**src/rtl/qte_pkg.sv**
```systemverilog
// shared types, constants and the arctangent table for the quaternion to euler block
package qte_pkg;

  localparam int CW         = 34;
  localparam int ZW         = 32;
  localparam int AW         = 16;
  localparam int SQRT_BITS  = 31;
  localparam int REM_W      = 61;
  localparam int UNIT_W     = 32;
  localparam int PITCH_LEAD = 3 + SQRT_BITS;
  localparam int TABLE_SIZE = 24;
  localparam int NORM_MSB   = 29;
  localparam int UNIT_SHIFT = 60;

  localparam logic signed [ZW-1:0] Z_LIMIT    = 32'sd589824000;
  localparam logic signed [ZW-1:0] ROUND_HALF = 32'sd32768;
  localparam logic signed [AW-1:0] HALF_TURN  = 16'sd18000;
  localparam logic signed [AW-1:0] QUARTER    = 16'sd9000;

  typedef struct packed {
    logic signed [CW-1:0] x;
    logic signed [CW-1:0] y;
    logic signed [ZW-1:0] z;
    logic                 xneg;
    logic                 yneg;
  } rot_t;

  typedef struct packed {
    logic [REM_W-1:0]         rem;
    logic [SQRT_BITS-1:0]     root;
    logic signed [UNIT_W-1:0] yv;
  } root_t;

  // atan(2^-i) in 1/65536 centidegree
  function automatic logic signed [ZW-1:0] atan_angle(input int idx);
    case (idx)
      0:  return 32'sd294912000;
      1:  return 32'sd174096719;
      2:  return 32'sd91987925;
      3:  return 32'sd46694507;
      4:  return 32'sd23437865;
      5:  return 32'sd11730358;
      6:  return 32'sd5866610;
      7:  return 32'sd2933484;
      8:  return 32'sd1466764;
      9:  return 32'sd733385;
      10: return 32'sd366693;
      11: return 32'sd183346;
      12: return 32'sd91673;
      13: return 32'sd45837;
      14: return 32'sd22918;
      15: return 32'sd11459;
      16: return 32'sd5730;
      17: return 32'sd2865;
      18: return 32'sd1432;
      19: return 32'sd716;
      20: return 32'sd358;
      21: return 32'sd179;
      22: return 32'sd90;
      23: return 32'sd45;
      default: return '0;
    endcase
  endfunction

endpackage

```
**src/rtl/qte_sqrt_cell.sv**
```systemverilog
// one result bit of the restoring square root chain
module qte_sqrt_cell #(
  parameter int BIT = 0
) (
  input  logic           clk,
  input  logic           en,
  input  qte_pkg::root_t din,
  output qte_pkg::root_t dout
);
  import qte_pkg::*;

  localparam int TW = REM_W + 2;

  logic [TW-1:0] trial;
  root_t         step;

  always_comb begin
    trial = (TW'(din.root) << (BIT + 1)) + (TW'(1) << (2 * BIT));
    step  = din;
    if ({2'b00, din.rem} >= trial) begin
      step.rem  = din.rem - trial[REM_W-1:0];
      step.root = din.root | (SQRT_BITS'(1) << BIT);
    end
  end

  always_ff @(posedge clk) begin
    if (en) dout <= step;
  end

endmodule

```
**config.mk**
```make
export PLATFORM = sky130hd
export DESIGN_NAME = qte_sqrt_cell
export DESIGN_NICKNAME = d
export VERILOG_FILES = /design/src/rtl/qte_pkg.sv /design/src/rtl/qte_sqrt_cell.sv
export SDC_FILE = /design/constraint.sdc
export NUM_CORES = 1
export LEC_CHECK = 0
export BUFFER_PORTS_ARGS = -buffer_cell sky130_fd_sc_hd__buf_4
export CAP_MARGIN = 0
export CORE_UTILIZATION = 25
export CTS_CLUSTER_SIZE = 16
export DETAILED_ROUTE_END_ITERATION = 8
export PLACE_DENSITY = 0.48
export SETUP_SLACK_MARGIN = 0.05
export SLEW_MARGIN = 20
export SYNTH_ARGS = -nofsm -noshare
export SYNTH_HDL_FRONTEND = slang
export SYNTH_SLANG_ARGS = --single-unit
```
**constraint.sdc**
```tcl
create_clock -name clk -period 4.16 [get_ports clk]
set_input_delay 0.416 -clock clk [delete_from_list [all_inputs] [get_ports clk]]
set_output_delay 0.416 -clock clk [all_outputs]
set_load 0.03 [all_outputs]
```
# Word level (Yosys, flattened, before mapping)
# Cells that the tools add are included.
classes:
  n_addsub: 2
  multipliers: 0
  div_mod_pow: 0
  magnitude_cmp: 1
  n_eq_ne: 0
  shifts: 0
  n_mux: 1
  bitwise: 0
  n_reduce_logical: 0
op_table:
  columns: ["operator", "n"]
  rows:
  - ["two-way mux 92 bit", 1]
  - [">= comparator 61 x 33 -> 1 bit", 1]
  - ["subtractor 61 x 33 -> 61 bit", 1]
  - ["adder 32 x 1 -> 33 bit, second input constant", 1]
totals:
  register_bits: 124
  latchBits: 0
  ram_bits: 0
  romBits: 0
  output_inout_bits: 124
  n_memories: 0

# Logic depth before layout (Yosys ltp)
# Gate-level depths: netlist of the first run.
depth:
  depth_word: 3
  mapped_depth: 14
  mapped_depth_nobuf: 11

# Least setup slack after synthesis of the first run
# Ideal clock, no wire load.
synth_path:
  path_kind: "input-to-reg"
  startpoint: "in din[35] (netlist bit)"
  endpoint: "reg dout[114] (netlist bit), data pin"
  setup_time_ns: 0.268
  arrival_time_ns: 2.934
  required_time_ns: 3.892
  path_slack_ns: 0.958
  path_stages: 13
  n_path_buf: 2
  cell_sequence: "inv_1 ha_1 nand2_1 o31ai_1 o21ai_1 o21ai_1 a41oi_1 o21ba_1 buf_6 or4_4 buf_6 nor4_2 xor2_1"
synth_rtl:
  columns: ["element", "line_no", "text"]
  rows:
  - ["from (decl)", "qte_sqrt_cell.sv:7", "input qte_pkg::root_t din,"]
  - ["to (signal assigned)", "qte_sqrt_cell.sv:27", "if (en) dout <= step;"]
  - ["to (decl)", "qte_sqrt_cell.sv:8", "output qte_pkg::root_t dout"]

==> results.cfg, run 1 <==
[status]
status = finished with violations
violations = DRC

[flow_run]
cap_violations = 0

[power]
power_leakage_uw = 0.00398
share_seq_of_total_power_pct = 38.4
ir_worst_vdd_mv = 0.188
power_frac_clock_pct = 37.2
p_sw_share_pct = 31.2
p_total_uw = 4090
powerDensity_nw_per_um2 = 425
combPwrFrac_pct = 24.4
switching_power_uw = 1270
p_int_uw = 2810

[placement]
place.gp.congestion = 0.789
dp_slack_ps = 488
dpl.hpwl_um = 16300
placed_area_um2 = 9020
numPortBuffers = 249

[routing]
dr.pass1.iters = 7
route.antenna.remaining_nets = 0
vias = 5574
via_per_inst = 4.61
dr.first_iter.drc_count = 403
drc_errors = 18
drt_wl_total_um = 21300
avgRoutedWirePerCell_um = 17.7

[global_routing]
grt-ovfl-total = 0
grt_pass1_wl_um = 32700
grtUsageTotal_pct = 15.6
grt_max_degree = 74
antenna_found_initial = 1
first_global_vias = 5631

[worst_setup_path]
worstSetupStartpointType = input port
crit_type = input port to flop
arrival_ps = 3460
cp_max_fo = 3
endpoint_kind = flop
crit_required_ps = 4330

[worst_hold_path]
hold_class = input port to flop
worstHoldStart = din[5]
min_delay_path_depth = 1
hold_end = dout[5]

[layout]
layout_common_cells = buf_4, edfxtp_1, a21oi_1
nets = 1018
drive_above_1_share_pct = 35.3
regMostFlops = dout
largestRegisters = dout x124
utilization_pct = 36.7
syn_to_final_growth_pct = 42.7
largest_reg_flops = 124
design_area_um2 = 9610
final_common_cell = buf_4

[synthesis]
yosysSeqAreaShare_pct = 55.3
netlist_area_um2 = 6730
synth-edff-count = 124
ys.flop_type = edfxtp_1
syn_avg_cell_area_um2 = 11.2
syn-instance-count = 600
synth_warnings = 0
async_reset_ff_share_pct = 0
yosys_register_bits = 124
syn_nets = 759
synthDistinctLibCells = 62

[clock_tree]
cts-resized-gates = 0
cts_setup_buffers = 0
ctsHoldBuffers = 0
cts_buffer_depth = 2
cts_tree = built
htree_levels = 4
cts_root_buffer = clkbuf_16
cts_buffers = 17
clk_pin_slew_ps = 70
cts_sinks = 124

[floorplan]
die_height_um = 166
core.rowCount = 59
start_util_pct = 25.7
die_w_um = 166
die-area_um2 = 27600
core_um2 = 26200
io_pins = 250

[sta]
drv_slew = 0
layout_setup_ws_ps = 876
setup_tns_ps = 0
setup_viol = 0
rsz0062_at_grt = false
max_freq_mhz = 305
finalHoldViolCount = 0
slew_headroom_pct = 48.8
min_period_ps = 3280
period_share_pct = 78.9
tightest_slew_ps = 768
[power by group through the flow]
| stage | clock network, uW | logic [uW] | registers (uW) |
|---|---|---|---|
| 2_1_floorplan | 0 | 302 | 1850 |
| 3_3_place_gp | 0 | 1000 | 1590 |
| 3_5_place_dp | 0 | 1000 | 1590 |
| 4_1_cts | 1580 | 1010 | 1570 |
| 5_1_grt | 1620 | 1070 | 1580 |
| 6_report | 1520 | 999 | 1570 |
[stage by stage]
stage          instances  hold slack (ps)
6_report            1208              168
5_1_grt             1208              145
4_1_cts             1207              145
3_5_place_dp        1175              595
3_3_place_gp        1175              594
2_1_floorplan        600              515
[kinds of logic (layout without fill, tap and decap cells)]
kind of cell | after synthesis | in the layout | share of synthesized area (%)
adder cells (fa/ha/maj) | 33 | 33 | 6.24
other | 0 | 1 | 0
AND/OR/NAND/NOR | 182 | 182 | 14.0
flip-flops | 124 | 124 | 55.3
buffers and inverters | 57 | 329 | 3.42
XOR/XNOR | 58 | 58 | 7.55
AO/OA/AOI/OAI | 146 | 146 | 13.5
[worst max path at each step]
stage | from | endpoint | slack (ps)
floorplan | din[35] | dout[114] | 960
global placement | din[32] | dout[119] | 500
detailed placement | din[32] | dout[119] | 490
CTS | din[32] | dout[119] | 940
global route | din[35] | dout[111] | 660
finish | din[32] | dout[119] | 880
[synth_stat cells, drive strengths merged, types with 4 or more instances]
library cell  instances  area (um^2)
xor2                 25          219
inv                  39          146
nand3                14         75.1
nor2                 53          199
a21o                 12         90.1
ha                   32          400
o21bai                4         30.0
nand3b                4         30.0
o211ai                6         50.1
o21a                  4         30.0
xnor2                33          289
or3                   8         60.1
a21oi                64          320
edfxtp              124         3720
nand4                11         68.8
nor2b                 6         45.0
nor4                  8         75.1
nand2                45          169
clkbuf               15         56.3
o21ai                30          150
nor3                 16         90.1
[cell type report]
type	instances	area (um^2)
antenna	1	2.50
clock buffer	17	425
clock inverter	15	163
fill	2624	16600
inverter	39	146
multi-input combinational	419	2790
sequential	124	3720
tap	335	419
timing repair buffer	258	1940
[worst max-delay path, stage by stage]
cell       delay, ps
buf_4            120
fa_1             470
nand2b_1         190
a21oi_1          310
o21ai_0          240
o21ai_0          530
a21oi_1          220
o21ai_0          370
a21oi_1          230
o2111ai_1        270
xnor2_1           90
[metal layers]
| layer | routed length (um) | share of wire [%] | global-route usage [%] | vias to the layer above |
|---|---|---|---|---|
| met4 | 409 | 1.9 | 6.05 | 0 |
| met5 | 0 | 0 | 0 | - |
| met2 | 10300 | 48 | 25.9 | 207 |
| met3 | 1540 | 7.2 | 3.84 | 25 |
| li1 | - | - | - | 2731 |
| met1 | 9110 | 43 | 19.4 | 2611 |
No activity file was read; power rests on OpenSTA's default activity.
==> run 2: changes to the inputs <==
==> constraint.sdc (replaced) <==
create_clock -name clk -period 3.3 [get_ports clk]
set_input_delay 0.33 -clock clk [delete_from_list [all_inputs] [get_ports clk]]
set_output_delay 0.33 -clock clk [all_outputs]
set_load 0.03 [all_outputs]
==> run 2 against run 1 <==
Largest power group is now clock. Via count is 0.72% higher. The run still ends with DRC left. Critical endpoint is now dout[116]. Utilization rose by 1.3 points. Global-route usage is 0.21 points lower.
==> results.cfg, run 2 (synthesis gave the netlist of run 1 again) <==
[clock_tree]
cts_setup_buffers = 0
cts_buffers = 17
ctsHoldBuffers = 0
htree_levels = 4
cts_sinks = 124
cts_tree = built
cts_root_buffer = clkbuf_16
cts-resized-gates = 0
cts_buffer_depth = 2
clk_pin_slew_ps = 70

[routing]
vias = 5614
via_per_inst = 4.53
dr.first_iter.drc_count = 302
route.antenna.remaining_nets = 0
drt_wl_total_um = 21000
dr.pass1.iters = 7
avgRoutedWirePerCell_um = 16.9
drc_errors = 18

[worst_setup_path]
crit_chain = buf_4 > inv_1 > ha_1 > buf_4 > a2111oi_0 > o31ai_1 > o2111ai_1 > a21oi_1 > a31oi_1 > o21ai_0 > or4_4 > nor4_2 > xor2_1
crit_top_cell = buf_4
slowest_delay_ps = 530
cp_num_buf_inv = 3
worstSetupStartpointType = input port
crit_type = input port to flop
crit_path_top_delay_cell = or4_4
endpoint_kind = flop
cpLargestDelayFamily = compound AO/OA/AOI/OAI gates
cp_max_fo = 6
crit_required_ps = 3450
crit_start = din[35]
arrival_ps = 3100

[floorplan]
core_um2 = 26200
die_w_um = 166
die-area_um2 = 27600
io_pins = 250
die_height_um = 166
start_util_pct = 25.7
core.rowCount = 59

[worst_hold_path]
worstHoldStart = din[14]
hold_class = input port to flop
hold_end = dout[14]
min_delay_path_depth = 1

[status]
violations = DRC
status = finished with violations

[sta]
min_period_ps = 2940
finalHoldViolCount = 0
setup_viol = 0
rsz0062_at_grt = false
tightest_slew_ps = 527
drv_slew = 0
max_freq_mhz = 340
period_share_pct = 89.2
slew_headroom_pct = 64.5

[layout]
drive_above_1_share_pct = 37.8
fin_cells = 1240
diodes = 0
syn_to_final_growth_pct = 47.6
nets = 1051
regArea_um2 = 3720
largestRegisters = dout x124
largest_reg_flops = 124
fillers = 2674
final_common_cell = buf_4
layout_common_cells = buf_4, edfxtp_1, a21oi_1
multi_input_area_um2 = 2790
utilization_pct = 37.9
regMostFlops = dout

[placement]
numPortBuffers = 249
dpl.hpwl_um = 16400
place.gp.congestion = 0.818
dp_cells = 1208

[global_routing]
grt-ovfl-total = 0
grt_pass1_wl_um = 32200
first_global_vias = 5720
grtUsageTotal_pct = 15.4
grt_max_degree = 52
antenna_found_initial = 0

[power]
ir_worst_vdd_mv = 0.273
power_leakage_uw = 0.00418
powerDensity_nw_per_um2 = 543

[flow_run]
cap_violations = 0
[run 2: cell types whose count changed in the layout (fill, tap and decap cells not counted), sizes merged]
| cell | change |
|---|---|
| clkinv | -2 |
| buf | +33 |
| diode | -1 |
| clkinvlp | -1 |
| bufinv | +3 |
[run 2: how the worst max path moves through the flow]
| stage | endpoint | slack [ps] | depth (start not counted) |
|---|---|---|---|
| 6_report | dout[116] | 360 | 13 |
| 5_1_grt | dout[114] | 140 | 12 |
| 3_5_place_dp | dout[116] | -120 | 13 |
| 3_3_place_gp | dout[116] | -60 | 13 |
| 4_1_cts | dout[116] | 320 | 13 |
| 2_1_floorplan | dout[114] | 180 | 13 |
[run 2: per-stage QoR]
step                      hold slack, ps  worst slack (ps)  area [um^2]  total power, uW  setup TNS (ps)
final                               81.7               358         9940             5400               0
after global routing                57.5               137         9940             5650               0
after CTS                           61.3               318         9940             5480               0
after detailed placement             509              -124         9280             3310            -322
after global placement               508             -60.3         9280             3310            -139
after floorplan                      429               184         6730             2720               0
[run 2: per-layer routing]
| metal | GRT usage, % | vias to the layer above | part of all wire, % |
|---|---|---|---|
| li1 | - | 2795 | - |
| met1 | 19.3 | 2627 | 44 |
| met2 | 25.6 | 168 | 47 |
| met3 | 3.65 | 24 | 6.6 |
| met4 | 5.97 | 0 | 2.3 |
| met5 | 0 | - | 0 |
[run 2: layout make-up]
cell class | instances | area share (%)
Clock buffer | 17 | 4.28
Clock inverter | 15 | 2.34
Inverter | 39 | 1.47
Multi-Input combinational cell | 419 | 28.1
Sequential cell | 124 | 37.5
Tap cell | 335 | 4.22
Timing Repair Buffer | 291 | 22.1
[run 2: report_power, final]
group	leakage (uW)	total [uW]	switching (uW)	internal, uW
sequential	0.00121	1970	42.7	1930
clock	0.000319	2130	774	1360
combinational	0.00264	1300	772	526
total	0.00418	5400	1590	3810
==> run 3: changes to the inputs <==
--- a/config.mk
+++ b/config.mk
@@ -7,10 +7,10 @@
 export LEC_CHECK = 0
 export BUFFER_PORTS_ARGS = -buffer_cell sky130_fd_sc_hd__buf_4
 export CAP_MARGIN = 0
-export CORE_UTILIZATION = 25
+export CORE_UTILIZATION = 50
 export CTS_CLUSTER_SIZE = 16
 export DETAILED_ROUTE_END_ITERATION = 8
-export PLACE_DENSITY = 0.48
+export PLACE_DENSITY = 0.83
 export SETUP_SLACK_MARGIN = 0.05
 export SLEW_MARGIN = 20
 export SYNTH_ARGS = -nofsm -noshare
==> run 3 against run 2 <==
The run still ends with DRC left. Sequential share of layout area increased by 1.7 points. Fmax increased by 0.83%. Non-clock buffer count decreased by 14. Sequential cell count unchanged. Largest cell class unchanged.
==> results.cfg, run 3 (synthesis gave the netlist of run 1 again) <==
[layout]
largest_reg_flops = 124
drive_above_1_share_pct = 36.7
nets = 1037
final_common_cell = buf_4
regMostFlops = dout
utilization_pct = 72.0
largestRegisters = dout x124
design_area_um2 = 9500
layout_common_cells = buf_4, edfxtp_1, a21oi_1
syn_to_final_growth_pct = 41.1
diodes = 0

[clock_tree]
cts_tree = built
cts_sinks = 124
cts_buffer_depth = 2
cts_setup_buffers = 0
htree_levels = 4
ctsHoldBuffers = 0
cts-resized-gates = 0
cts_buffers = 17
clk_pin_slew_ps = 60
cts_root_buffer = clkbuf_16

[sta]
setup_viol = 0
rsz0062_at_grt = false
slew_headroom_pct = 48.2
setup_tns_ps = 0
max_freq_mhz = 343
finalHoldViolCount = 0
period_share_pct = 88.4
holdWs_ps = 81.7
drv_slew = 0
tightest_slew_ps = 778
min_period_ps = 2920

[power]
power_leakage_uw = 0.00404
ir_worst_vdd_mv = 0.299
powerDensity_nw_per_um2 = 518

[flow_run]
cap_violations = 0

[floorplan]
die_height_um = 118
core.rowCount = 42
core_um2 = 13200
io_pins = 250
die_w_um = 118
die-area_um2 = 13900
start_util_pct = 51.0

[worst_setup_path]
endpoint_kind = flop
critPathCapture = dout[116]
crit_required_ps = 3460
cp_max_fo = 6
arrival_ps = 3080
crit_type = input port to flop
worstSetupStartpointType = input port
crit_start = din[35]

[placement]
placed_area_um2 = 8970
dpl.hpwl_um = 15200
numPortBuffers = 249
place.gp.congestion = 0.846

[status]
status = finished with violations
violations = DRC

[worst_hold_path]
hold_class = input port to flop

[routing]
via_per_inst = 5.56
drc_errors = 4
dr.first_iter.drc_count = 645
drt_wl_total_um = 19700
route.antenna.remaining_nets = 0
vias = 5922
avgRoutedWirePerCell_um = 18.4
dr.pass1.iters = 9

[global_routing]
grt-ovfl-total = 0
first_global_vias = 5950
grtUsageTotal_pct = 29.1
grt_pass1_wl_um = 31200
antenna_found_initial = 0
grt_max_degree = 70
-- run 3: changes by cell type in the layout (fill, tap and decap cells not counted) --
cell and delta:
inv_6 -4, clkinv_2 +5, buf_4 -13, inv_8 +1, buf_6 -1, bufinv_16 -5, clkinvlp_4 +2
-- run 3: area by class of cell --
class / count / area (um^2)
Timing Repair Buffer: 277 / 2090
Inverter: 39 / 146
Fill cell: 981 / 3690
Clock inverter: 14 / 98.8
Multi-Input combinational cell: 419 / 2790
Clock buffer: 17 / 425
Sequential cell: 124 / 3720
Tap cell: 176 / 220
-- run 3: worst min path at each step --
| stage | from | end | slack [ps] | depth (start not counted) |
|---|---|---|---|---|
| floorplan | din[0] | dout[0] | 430 | 0 |
| global placement | din[28] | dout[28] | 510 | 1 |
| detailed placement | din[17] | dout[17] | 510 | 1 |
| CTS | din[17] | dout[17] | 70 | 1 |
| global route | din[22] | dout[22] | 60 | 1 |
| finish | din[22] | dout[22] | 80 | 1 |
-- run 3: critical path: stages --
cell and delay (ps):
buf_4 80, inv_1 30, ha_1 350, nand2_1 100, o31ai_1 370, o21ai_1 190
o21ai_1 220, a41oi_1 180, o21ba_1 320, or4_4 580, nor4_2 220, xor2_1 100
-- run 3: report_power, final --
group	leakage [uW]	switching (uW)	internal, uW	total [uW]
clock network	0.000256	705	952	1660
registers	0.00121	51.3	1930	1980
logic	0.00257	771	512	1280
-- run 3: metal layers --
layer  GRT usage, %  vias up  routed length (um)
met1           36.2     2810                7940
met5              0        -                   0
met4           11.7        0                 455
met3           6.78       34                1480
li1               -     2770                   -
met2           48.7      308                9790
-- run 3: metrics by stage --
step	total power (uW)	worst slack, ps	instances
2_1_floorplan	2720	184	600
3_3_place_gp	3260	33.9	1035
3_5_place_dp	3280	-24.2	1035
4_1_cts	4940	382	1066
5_1_grt	5110	156	1066
6_report	4920	382	1066
